<file path="config.mk">
export PLATFORM = sky130hd
export DESIGN_NAME = rgb_share_window_classifier
export DESIGN_NICKNAME = d
export VERILOG_FILES = /design/src/hdl/rsw_pkg.sv /design/src/hdl/rsw_front.sv /design/src/hdl/rsw_div_cell.sv /design/src/hdl/rsw_class.sv /design/src/hdl/rgb_share_window_classifier.sv
export VERILOG_INCLUDE_DIRS = /design/src /design/src/hdl
export SDC_FILE = /design/constraint.sdc
export NUM_CORES = 2
export LEC_CHECK = 0
export ABC_AREA = 1
export ABC_CLOCK_PERIOD_IN_PS = 17540
export BUFFER_PORTS_ARGS = -buffer_cell sky130_fd_sc_hd__buf_2
export CAP_MARGIN = 40
export CORE_ASPECT_RATIO = 0.7
export CORE_UTILIZATION = 55
export CTS_CLUSTER_SIZE = 12
export DETAILED_ROUTE_END_ITERATION = 10
export GPL_TIMING_DRIVEN = 0
export HOLD_SLACK_MARGIN = 0.15
export PLACE_DENSITY = 0.81
export SLEW_MARGIN = 20
export SYNTH_ARGS = -nofsm -noshare
export SYNTH_HDL_FRONTEND = slang
export SYNTH_SLANG_ARGS = --single-unit
</file>
<file path="constraint.sdc">
create_clock -name i_clk -period 17.54 [get_ports i_clk]
set_clock_uncertainty 0.2 [all_clocks]
set_input_delay 3.508 -clock i_clk [delete_from_list [all_inputs] [get_ports i_clk]]
set_output_delay 3.508 -clock i_clk [all_outputs]
set_load 0.005 [all_outputs]
</file>
<file path="src/hdl/rgb_share_window_classifier_assert.svh">
// Assertion macros shared by the classifier modules.
`ifndef RGB_SHARE_WINDOW_CLASSIFIER_ASSERT_SVH
`define RGB_SHARE_WINDOW_CLASSIFIER_ASSERT_SVH

// Checks a property on every rising clock edge outside reset.
`define RSW_ASSERT(label, clk, rst_n, prop, msg) \
    label: assert property (@(posedge clk) disable iff (!rst_n) (prop)) else $error(msg);

// Checks that a condition in one cycle implies a condition in the same cycle.
`define RSW_ASSERT_IMPLY(label, clk, rst_n, ante, cons, msg) \
    label: assert property (@(posedge clk) disable iff (!rst_n) (ante) |-> (cons)) \
        else $error(msg);

// Checks that a condition in one cycle implies a condition in the next cycle.
`define RSW_ASSERT_NEXT(label, clk, rst_n, ante, cons, msg) \
    label: assert property (@(posedge clk) disable iff (!rst_n) (ante) |=> (cons)) \
        else $error(msg);

`endif

</file>
<file path="src/hdl/rsw_pkg.sv">
`timescale 1ns / 1ps
`default_nettype none

package rsw_pkg;

    localparam int RGB_W       = 16;
    localparam int SUM_W       = 18;
    localparam int NUM_W       = 23;
    localparam int QBITS       = 7;
    localparam int DIV_W       = SUM_W + QBITS - 1;
    localparam int WIN_W       = 48;
    localparam int MAX_CLASSES = 8;
    localparam int CLASS_W     = 4;
    localparam int CFG_IDX_W   = 3;
    localparam int TDATA_IN_W  = 48;
    localparam int TDATA_OUT_W = 8;

    localparam logic [NUM_W-1:0]   SHARE_SCALE = NUM_W'(100);
    localparam logic [CLASS_W-1:0] CLASS_NONE  = '0;

    typedef logic [WIN_W-1:0] t_window;

    localparam t_window WINDOW_RESET [MAX_CLASSES] = '{
        48'd81690446531855, 48'd39746318046230, 48'd33123360579875,
        48'd55199425106195, 48'd52991778231575, 48'd65133549719570,
        48'd36434847734300, 48'd47472812627480
    };

    typedef struct packed {
        logic             ok;
        logic [SUM_W-1:0] sum;
        logic [NUM_W-1:0] rem_r;
        logic [NUM_W-1:0] rem_g;
        logic [NUM_W-1:0] rem_b;
        logic [QBITS-1:0] q_r;
        logic [QBITS-1:0] q_g;
        logic [QBITS-1:0] q_b;
    } t_div_bus;

    function automatic logic in_band(input logic [QBITS-1:0] share, input logic [7:0] lo,
                                     input logic [7:0] hi);
        logic [7:0] s;
        s = 8'(share);
        return (lo <= s) && (s <= hi);
    endfunction

endpackage

`default_nettype wire

</file>
<file path="src/hdl/rsw_front.sv">
`timescale 1ns / 1ps
`default_nettype none

`include "rgb_share_window_classifier_assert.svh"

module rsw_front (
    input  wire logic                    i_clk,
    input  wire logic                    i_rst_n,
    input  wire logic                    i_valid,
    output logic                         o_ready,
    input  wire logic [rsw_pkg::RGB_W-1:0] i_red,
    input  wire logic [rsw_pkg::RGB_W-1:0] i_green,
    input  wire logic [rsw_pkg::RGB_W-1:0] i_blue,
    input  wire logic                    i_request,
    output logic                         o_valid,
    input  wire logic                    i_ready,
    output rsw_pkg::t_div_bus            o_bus
);
    import rsw_pkg::*;

    logic     r_valid;
    t_div_bus r_bus;
    t_div_bus n_bus;

    assign o_ready = !r_valid || i_ready;
    assign o_valid = r_valid;
    assign o_bus   = r_bus;

    always_comb begin
        n_bus       = '0;
        n_bus.sum   = SUM_W'(i_red) + SUM_W'(i_green) + SUM_W'(i_blue);
        n_bus.ok    = i_request && (n_bus.sum != '0);
        n_bus.rem_r = NUM_W'(i_red) * SHARE_SCALE;
        n_bus.rem_g = NUM_W'(i_green) * SHARE_SCALE;
        n_bus.rem_b = NUM_W'(i_blue) * SHARE_SCALE;
    end

    always_ff @(posedge i_clk) begin
        if (!i_rst_n) begin
            r_valid <= 1'b0;
        end else if (o_ready) begin
            r_valid <= i_valid;
        end
    end

    always_ff @(posedge i_clk) begin
        if (o_ready) begin
            r_bus <= n_bus;
        end
    end

    `RSW_ASSERT_IMPLY(a_zero_sum_no_ok, i_clk, i_rst_n, r_valid && (r_bus.sum == '0), !r_bus.ok, "zero sum marked for classification")

endmodule

`default_nettype wire

</file>
<file path="src/hdl/rsw_div_cell.sv">
`timescale 1ns / 1ps
`default_nettype none

`include "rgb_share_window_classifier_assert.svh"

module rsw_div_cell #(
    parameter int SHIFT = 0
) (
    input  wire logic             i_clk,
    input  wire logic             i_rst_n,
    input  wire logic             i_valid,
    output logic                  o_ready,
    input  wire rsw_pkg::t_div_bus i_bus,
    output logic                  o_valid,
    input  wire logic             i_ready,
    output rsw_pkg::t_div_bus     o_bus
);
    import rsw_pkg::*;

    logic             r_valid;
    t_div_bus         r_bus;
    t_div_bus         n_bus;
    logic [DIV_W-1:0] dsh;
    logic [DIV_W-1:0] w_dsh_out;
    logic             w_rem_ok;

    assign o_ready = !r_valid || i_ready;
    assign o_valid = r_valid;
    assign o_bus   = r_bus;

    always_comb begin
        dsh   = DIV_W'(i_bus.sum) << SHIFT;
        n_bus = i_bus;
        if (DIV_W'(i_bus.rem_r) >= dsh) begin
            n_bus.rem_r      = NUM_W'(DIV_W'(i_bus.rem_r) - dsh);
            n_bus.q_r[SHIFT] = 1'b1;
        end
        if (DIV_W'(i_bus.rem_g) >= dsh) begin
            n_bus.rem_g      = NUM_W'(DIV_W'(i_bus.rem_g) - dsh);
            n_bus.q_g[SHIFT] = 1'b1;
        end
        if (DIV_W'(i_bus.rem_b) >= dsh) begin
            n_bus.rem_b      = NUM_W'(DIV_W'(i_bus.rem_b) - dsh);
            n_bus.q_b[SHIFT] = 1'b1;
        end
    end

    always_ff @(posedge i_clk) begin
        if (!i_rst_n) begin
            r_valid <= 1'b0;
        end else if (o_ready) begin
            r_valid <= i_valid;
        end
    end

    always_ff @(posedge i_clk) begin
        if (o_ready) begin
            r_bus <= n_bus;
        end
    end

    assign w_dsh_out = DIV_W'(r_bus.sum) << SHIFT;
    assign w_rem_ok  = (DIV_W'(r_bus.rem_r) < w_dsh_out) && (DIV_W'(r_bus.rem_g) < w_dsh_out) &&
                       (DIV_W'(r_bus.rem_b) < w_dsh_out);

    `RSW_ASSERT_IMPLY(a_rem_bound, i_clk, i_rst_n, r_valid && r_bus.ok, w_rem_ok, "remainder too big")

endmodule

`default_nettype wire

</file>
<file path="src/hdl/rsw_class.sv">
`timescale 1ns / 1ps
`default_nettype none

`include "rgb_share_window_classifier_assert.svh"

module rsw_class #(
    parameter int CLASS_COUNT = 8
) (
    input  wire logic                        i_clk,
    input  wire logic                        i_rst_n,
    input  wire rsw_pkg::t_window            i_window [CLASS_COUNT],
    input  wire logic                        i_valid,
    output logic                             o_ready,
    input  wire rsw_pkg::t_div_bus           i_bus,
    output logic                             o_valid,
    input  wire logic                        i_ready,
    output logic [rsw_pkg::CLASS_W-1:0]      o_color_class
);
    import rsw_pkg::*;

    logic               r_valid;
    logic [CLASS_W-1:0] r_class;
    logic [CLASS_W-1:0] n_class;

    assign o_ready       = !r_valid || i_ready;
    assign o_valid       = r_valid;
    assign o_color_class = r_class;

    // The first matching window wins, so the scan runs from the last window down.
    always_comb begin
        n_class = CLASS_NONE;
        if (i_bus.ok) begin
            for (int i = CLASS_COUNT - 1; i >= 0; i--) begin
                if (in_band(i_bus.q_r, i_window[i][47:40], i_window[i][39:32]) &&
                    in_band(i_bus.q_g, i_window[i][31:24], i_window[i][23:16]) &&
                    in_band(i_bus.q_b, i_window[i][15:8], i_window[i][7:0])) begin
                    n_class = CLASS_W'(i + 1);
                end
            end
        end
    end

    always_ff @(posedge i_clk) begin
        if (!i_rst_n) begin
            r_valid <= 1'b0;
        end else if (o_ready) begin
            r_valid <= i_valid;
        end
    end

    always_ff @(posedge i_clk) begin
        if (o_ready) begin
            r_class <= n_class;
        end
    end

    `RSW_ASSERT_IMPLY(a_class_range, i_clk, i_rst_n, r_valid, r_class <= CLASS_W'(CLASS_COUNT), "class beyond window count")
    `RSW_ASSERT_NEXT(a_no_ok_no_class, i_clk, i_rst_n, i_valid && o_ready && !i_bus.ok, r_class == CLASS_NONE, "unrequested item got a class")
    `RSW_ASSERT(a_match_needs_ok, i_clk, i_rst_n, !(i_valid && !i_bus.ok && (n_class != CLASS_NONE)), "class found without a valid share")

endmodule

`default_nettype wire

</file>
<file path="src/hdl/rgb_share_window_classifier.sv">
`timescale 1ns / 1ps
`default_nettype none

// Classifies a red, green and blue reading by each channel's share of the sum,
// floor(100 * x / (R + G + B)), against up to eight share windows tested in order; the
// first match gives class 1 to 8, and no match, a clear request or a zero sum gives 0.
// It takes one transaction per cycle unless the output stalls; a front register forms
// the sum and the scaled counts, a chain of seven divider cells finds one share bit
// each, and a class stage compares windows into the output register. A stalled output
// backs up stage by stage, and empty stages keep accepting. Window registers are to be
// written through the configuration port while no transaction is in flight (unenforced).

module rgb_share_window_classifier #(
    parameter int CLASS_COUNT = 8
) (
    input  wire logic                              i_clk,
    input  wire logic                              i_rst_n,
    input  wire logic                              i_cfg_we,
    input  wire logic [rsw_pkg::CFG_IDX_W-1:0]     i_cfg_idx,
    input  wire logic [rsw_pkg::WIN_W-1:0]         i_cfg_wdata,
    input  wire logic                              i_s_axis_tvalid,
    output logic                                   o_s_axis_tready,
    // Fields from bit 0: red_level[15:0], green_level[15:0], blue_level[15:0].
    input  wire logic [rsw_pkg::TDATA_IN_W-1:0]    i_s_axis_tdata,
    // Fields from bit 0: request.
    input  wire logic                              i_s_axis_tuser,
    output logic                                   o_m_axis_tvalid,
    input  wire logic                              i_m_axis_tready,
    // Fields from bit 0: color_class[3:0], then zero padding.
    output logic [rsw_pkg::TDATA_OUT_W-1:0]        o_m_axis_tdata
);
    import rsw_pkg::*;

    t_window            r_window [CLASS_COUNT];
    t_div_bus           w_bus    [QBITS+1];
    logic               w_valid  [QBITS+1];
    logic               w_ready  [QBITS+1];
    logic [CLASS_W-1:0] w_class;

    always_ff @(posedge i_clk) begin
        for (int i = 0; i < CLASS_COUNT; i++) begin
            if (!i_rst_n) begin
                r_window[i] <= WINDOW_RESET[i];
            end else if (i_cfg_we && (i_cfg_idx == CFG_IDX_W'(i))) begin
                r_window[i] <= i_cfg_wdata;
            end
        end
    end

    rsw_front u_front (
        .i_clk     (i_clk),
        .i_rst_n   (i_rst_n),
        .i_valid   (i_s_axis_tvalid),
        .o_ready   (o_s_axis_tready),
        .i_red     (i_s_axis_tdata[15:0]),
        .i_green   (i_s_axis_tdata[31:16]),
        .i_blue    (i_s_axis_tdata[47:32]),
        .i_request (i_s_axis_tuser),
        .o_valid   (w_valid[0]),
        .i_ready   (w_ready[0]),
        .o_bus     (w_bus[0])
    );

    for (genvar k = 0; k < QBITS; k++) begin : g_cell
        rsw_div_cell #(
            .SHIFT (QBITS - 1 - k)
        ) u_cell (
            .i_clk   (i_clk),
            .i_rst_n (i_rst_n),
            .i_valid (w_valid[k]),
            .o_ready (w_ready[k]),
            .i_bus   (w_bus[k]),
            .o_valid (w_valid[k+1]),
            .i_ready (w_ready[k+1]),
            .o_bus   (w_bus[k+1])
        );
    end

    rsw_class #(
        .CLASS_COUNT (CLASS_COUNT)
    ) u_class (
        .i_clk         (i_clk),
        .i_rst_n       (i_rst_n),
        .i_window      (r_window),
        .i_valid       (w_valid[QBITS]),
        .o_ready       (w_ready[QBITS]),
        .i_bus         (w_bus[QBITS]),
        .o_valid       (o_m_axis_tvalid),
        .i_ready       (i_m_axis_tready),
        .o_color_class (w_class)
    );

    assign o_m_axis_tdata = TDATA_OUT_W'(w_class);

endmodule

`default_nettype wire

</file>
Word-level counts from Yosys, hierarchy flattened
Cells that the tools add are included.
{"block": "word_totals", "reg_bits": 1092, "output_inout_bits": 10, "inputBits": 105}
{"block": "op_classes", "muxes": 26, "n_mul": 3, "n_reduce_logical": 72, "n_bitwise": 1, "addsub": 20, "n_lt_le_gt_ge": 69, "n_eq_ne": 7}
{"op": "23-bit two-way mux", "n": 18}
{"op": "7-bit by 8-bit <= comparator with 1-bit output", "n": 24}
{"op": "8-bit by 7-bit <= comparator with 1-bit output", "n": 24}
{"op": "23-bit subtractor", "n": 6}
{"op": "23-bit by 24-bit >= comparator with 1-bit output", "n": 3}
{"op": "23-bit by 18-bit >= comparator with 1-bit output", "n": 3}
{"op": "23-bit by 19-bit >= comparator with 1-bit output", "n": 3}
{"op": "23-bit by 20-bit >= comparator with 1-bit output", "n": 3}
{"op": "23-bit by 21-bit >= comparator with 1-bit output", "n": 3}
{"op": "23-bit by 22-bit >= comparator with 1-bit output", "n": 3}
{"op": "23-bit >= comparator", "n": 3}
{"op": "23-bit by 19-bit subtractor with 23-bit output", "n": 3}
{"op": "23-bit by 20-bit subtractor with 23-bit output", "n": 3}
{"op": "23-bit by 21-bit subtractor with 23-bit output", "n": 3}
{"op": "23-bit by 22-bit subtractor with 23-bit output", "n": 3}
{"op": "16-bit by 5-bit multiplier with 21-bit output (second input constant)", "n": 3}
{"op": "1-bit logical AND", "n": 49}
{"op": "18-bit by 16-bit adder with 18-bit output", "n": 1}
{"op": "18-bit nonzero test", "n": 1}
{"op": "16-bit by 16-bit adder with 17-bit output", "n": 1}
{"op": "3-bit equality test (second input constant)", "n": 4}
{"op": "3-bit two-way mux", "n": 4}
{"op": "1-bit logical NOT", "n": 9}
{"op": "1-bit logical OR", "n": 9}
{"op": "other kinds (10)", "n": 12}

Longest topological paths before layout
{"block": "logic_depth", "ltp_word": 12, "mapped_depth": 23, "depth_no_buf": 23}

Cells and area by module
From an unflattened synthesis, not the netlist that was laid out.
{"block": "unflattened", "hier_cells": 11939, "area_unflattened_um2": 89228.1}
{"module": "rgb_share_window_classifier", "area_per_inst_um2": 14391.3, "instances": 1, "seq_area_each_um2": 7687.4, "cells_per_inst": 2013}
{"module": "rsw_div_cell at g_cell[6].u_cell", "area_per_inst_um2": 8869.8, "instances": 1, "seq_area_each_um2": 3293.2, "cells_per_inst": 1257}
{"module": "rsw_class", "area_per_inst_um2": 8839.7, "instances": 1, "seq_area_each_um2": 140.1, "cells_per_inst": 1330}
{"module": "rsw_front", "area_per_inst_um2": 8832.2, "instances": 1, "seq_area_each_um2": 2482.4, "cells_per_inst": 968}
{"module": "rsw_div_cell at g_cell[5].u_cell", "area_per_inst_um2": 8652.0, "instances": 1, "seq_area_each_um2": 3293.2, "cells_per_inst": 1198}
{"module": "rsw_div_cell at g_cell[3].u_cell", "area_per_inst_um2": 8330.5, "instances": 1, "seq_area_each_um2": 3293.2, "cells_per_inst": 1095}
{"module": "rsw_div_cell at g_cell[4].u_cell", "area_per_inst_um2": 8308.0, "instances": 1, "seq_area_each_um2": 3293.2, "cells_per_inst": 1157}
{"module": "rsw_div_cell at g_cell[2].u_cell", "area_per_inst_um2": 7891.3, "instances": 1, "seq_area_each_um2": 3293.2, "cells_per_inst": 1034}
{"module": "rsw_div_cell at g_cell[0].u_cell", "area_per_inst_um2": 7737.4, "instances": 1, "seq_area_each_um2": 3293.2, "cells_per_inst": 959}
{"module": "rsw_div_cell at g_cell[1].u_cell", "area_per_inst_um2": 7375.8, "instances": 1, "seq_area_each_um2": 3293.2, "cells_per_inst": 928}

Least setup slack after synthesis
OpenSTA, ideal clock, no wires.
{"block": "synth_timing", "kind": "input to output", "startpoint": "in i_m_axis_tready", "endpoint": "out o_s_axis_tready", "stages": 14, "arrival_ns": 9.961, "path_buffers": 0, "required_ns": 13.832, "slack_ns": 3.871, "path_cell_list": "nor2_1 -> inv_2 -> nor2_1 -> inv_2 -> nor2_1 -> inv_2 -> nor2_1 -> inv_2 -> nor2_2 -> inv_2 -> nor2_2 -> nand2_2 -> nor2_4 -> nand2_2"}
{"block": "synth_between", "elab_chain_len": 9}
{"item": "from (decl)", "line": "rgb_share_window_classifier.sv:28", "source": "input wire logic i_m_axis_tready,"}
{"item": "1-bit logical OR", "line": "rsw_class.sv:25", "source": "assign o_ready = !r_valid || i_ready;"}
{"item": "net g_cell[6].u_cell.i_ready", "line": "rsw_div_cell.sv:15", "source": "input wire logic i_ready,"}
{"item": "1-bit logical OR", "line": "rsw_div_cell.sv:27", "source": "assign o_ready = !r_valid || i_ready;"}
{"item": "net g_cell[5].u_cell.i_ready", "line": "rsw_div_cell.sv:15"}
{"item": "1-bit logical OR", "line": "rsw_div_cell.sv:27"}
{"item": "net g_cell[4].u_cell.i_ready", "line": "rsw_div_cell.sv:15"}
{"item": "1-bit logical OR", "line": "rsw_div_cell.sv:27"}
{"item": "net g_cell[3].u_cell.i_ready", "line": "rsw_div_cell.sv:15"}
{"item": "1-bit logical OR", "line": "rsw_div_cell.sv:27"}
{"item": "net g_cell[2].u_cell.i_ready", "line": "rsw_div_cell.sv:15"}
{"item": "1-bit logical OR (2 in a row)", "line": "rsw_div_cell.sv:27"}
{"item": "net g_cell[0].u_cell.i_ready", "line": "rsw_div_cell.sv:15"}
{"item": "1-bit logical OR", "line": "rsw_div_cell.sv:27"}
{"item": "1-bit logical OR", "line": "rsw_front.sv:25", "source": "assign o_ready = !r_valid || i_ready;"}
{"item": "to (decl)", "line": "rgb_share_window_classifier.sv:22", "source": "output logic o_s_axis_tready,"}
The timed path passes the listed nets, and every way through them passes these cells.

Final worst setup path
Same ends and word-level chain as after synthesis.

==> summary.txt <==
P_leak: 35.7 nW
CP most frequent cell: nor2_1
cell with the most instances after synthesis: nand2_1
post-route DRC violation count: 0
Placement Setup Slack: 6790 ps
IO buf count: 87
Core Footprint: 127,000 um2
post-synthesis cell area: 70,300 um2
PostCTS Resize Cnt: 0
Slew HR: 32.9%
RSZ-0062 raised after global routing: false
Yosys warnings: 0
Hold Crit Start: g_cell[3].u_cell.o_bus[6]
async set-reset flop share out of synthesis: 0%
final worst setup slack: 6800 ps
post-route ant nets: 0
Worst EP arrival: 7030 ps
initial core utilization: 55.5%
reg2reg setup slack: 13,050 ps
Die X: 429 um
Post-synth EDFFs: 666
Hold Crit Depth: 0
worst min path class: reg2reg
CTS buffer count: 106
die area: 129,000 um2
Iteration-0 DRC Markers: 8,656
post-synthesis sequential area ratio: 39.6%
Synth Flop Type: edfxtp_1
Setup Viol. Count Final: 0
Reg clk slew, reported paths: 60 ps
first-pass GRT wire length: 336 mm
router iterations before antenna repair: 9
DR WL met2: 88.9 mm
Final nets: 9,456
Yosys reg bits: 1,059
Hold Path End: g_cell[4].u_cell.o_bus[6]
Hold Buf Count CTS: 0
final WL: 226 mm
Max VDD drop: 0.137 mV
H-tree depth: 3
routed wl met3: 31.8 mm
outcome: finished clean
clock sinks: 1,059
crit path capture type: output port
Die Ht: 301 um
Setup CP Type: in2out
GPL Wtd Cong: 1.04
fraction of layout cells with a size suffix above 1: 6.98%
CP peak stage delay: 390 ps
share of the synthesized area in the top cell type: 28.4%
Clk Latency, worst-skew pair: 760 ps
final hold violations: 0
post-DP HPWL: 176 mm
Layout fillers: 10,733
pwr/cell area: 220 nW/um2
Clock Tree Buf Depth: 3
worst r2r src: g_cell[6].u_cell.o_bus[13]
Vias: 61,300
Ports: 115
routed length per instance: 22.3 um
Overall Global Routing Usage: 34.4%
Slew Limit Fails: 0
Area growth syn-to-layout: 8.83%
crit path max fanout: 42
Setup Total Neg Slack: 0 ps
initial antenna violation count: 17
Setup Fix Bufs, Post-CTS: 0
Synth area leaders: edfxtp_1 28%, ha_1 16%, dfxtp_1 11%
Final Core Density: 60.4%
Mapped Cells: 8,181
CTS tree: done
Synth Area per Inst: 8.59 um2
placed cell area: 73,100 um2
Req. time, crit path: 13,830 ps
Commonest cells post-synth: 1,583 x nand2_1, 1,031 x inv_1, 899 x ha_1
slowest cell on the critical path: nand2_4
highest clock rate: 93.1 MHz
vias in the first global route: 56,816
mean number of vias per cell: 6.05
Remaining Overflow, GRT: 0
startpoint types: input pin
# rows: 109
crit path cell chain: buf_2, nor2_1, inv_2, nor2_1, inv_2, nor2_1, inv_6, nor2_1, inv_6, nor2_2, inv_4, nor2_2, nand2_4, nor2_4, nand2_4, buf_2
WL met1: 94.9 mm
max layer used: met5
crit path from: i_m_axis_tready
largest net degree at the start of global routing: 88
Netlist cell types: 68
FF-to-FF End: u_class.o_color_class[0]
clock root buffer: clkbuf_16
Synth area leader: edfxtp_1
Tcrit/Tclk final: 61.2%
fin area: 76,500 um2
worst slew pin tran: 1010 ps
worst reg2reg path depth: 14
Period minus WS final: 10,740 ps
max_cap viols: 0
-- sequential cells by signal, summed over array words and instances, names as in the netlist --
| signal | flops |
|---|---|
| g_cell.u_cell.o_bus | 580 |
| r_window | 384 |
| u_front.o_valid | 1 |
| u_class.o_valid | 1 |
| u_class.o_color_class | 4 |
| u_front.o_bus | 82 |
| g_cell.u_cell.o_valid | 7 |
-- power breakdown --
group          leakage [nW]  total [mW]  switching [mW]  internal [mW]
combinational          23.8        9.90            6.36           3.54
clock                  1.59        2.23            1.01           1.21
sequential             10.3        4.69           0.772           3.92
-- critical path, delay by kind of cell --
kind	cells	cell delay, ps
buf+inv	7	1240
simple gates	9	2210
-- through the flow --
stage | hold slack (ps) | std cells | power [mW]
CTS | 189 | 10123 | 16.5
finish | 192 | 10140 | 16.8
detailed placement | 205 | 9949 | 14.2
global route | 193 | 10131 | 17.9
global placement | 202 | 9936 | 14.0
floorplan | 200 | 8184 | 11.4
-- final cells by class --
cell class / instances / area, um2 / area share (%)
antenna: 10 / 25.0 / 0.0327
buffer: 202 / 1090 / 1.42
clock buffer: 151 / 3000 / 3.92
clock inverter: 23 / 290 / 0.379
inverter: 1057 / 4000 / 5.23
multi-input combinational: 5866 / 37400 / 48.9
sequential: 1059 / 27900 / 36.4
tap: 1665 / 2080 / 2.72
timing repair buffer: 107 / 774 / 1.01
-- cell usage in the layout, fill, tap and decap left out, types with 133 or more instances in the layout --
| master | synthesis | routed |
|---|---|---|
| o21ai_2 | 133 | 133 |
| edfxtp_1 | 666 | 666 |
| xnor2_1 | 179 | 179 |
| a21oi_1 | 679 | 679 |
| nor2_1 | 581 | 581 |
| xor2_1 | 165 | 165 |
| inv_1 | 1031 | 1029 |
| nand3_1 | 263 | 263 |
| dfxtp_1 | 393 | 393 |
| ha_1 | 899 | 899 |
| clkbuf_1 | 121 | 152 |
| o21ai_0 | 595 | 595 |
| nand2_1 | 1583 | 1583 |
-- logic make-up (layout without fill, tap and decap cells) --
kind of cell    after synthesis  in the layout  share of synthesized area [%]
compound gates             1836           1836                           15.2
simple gates               2730           2730                           16.1
fa+ha+maj                   952            952                           17.5
xor+xnor                    344            344                           4.29
flops                      1059           1059                           39.6
buf+inv                    1259           1540                           7.21
other cells                   1             14                        0.00533
-- worst max-delay path by stage --
| stage | to | slack [ps] | cells after the start |
|---|---|---|---|
| CTS | o_s_axis_tready | 6780 | 16 |
| global route | o_s_axis_tready | 6520 | 16 |
| global placement | o_s_axis_tready | 1270 | 16 |
| detailed placement | o_s_axis_tready | 6790 | 16 |
| finish | o_s_axis_tready | 6800 | 16 |
| floorplan | o_s_axis_tready | 3870 | 14 |
-- per-layer routing --
metal  GRT usage (%)  vias to the layer above
li1                -                    28321
met1            49.2                    28512
met2            48.1                     3800
met3            10.1                      659
met4            14.1                        8
met5               0                        -
No activity file was read; power rests on OpenSTA's default activity.
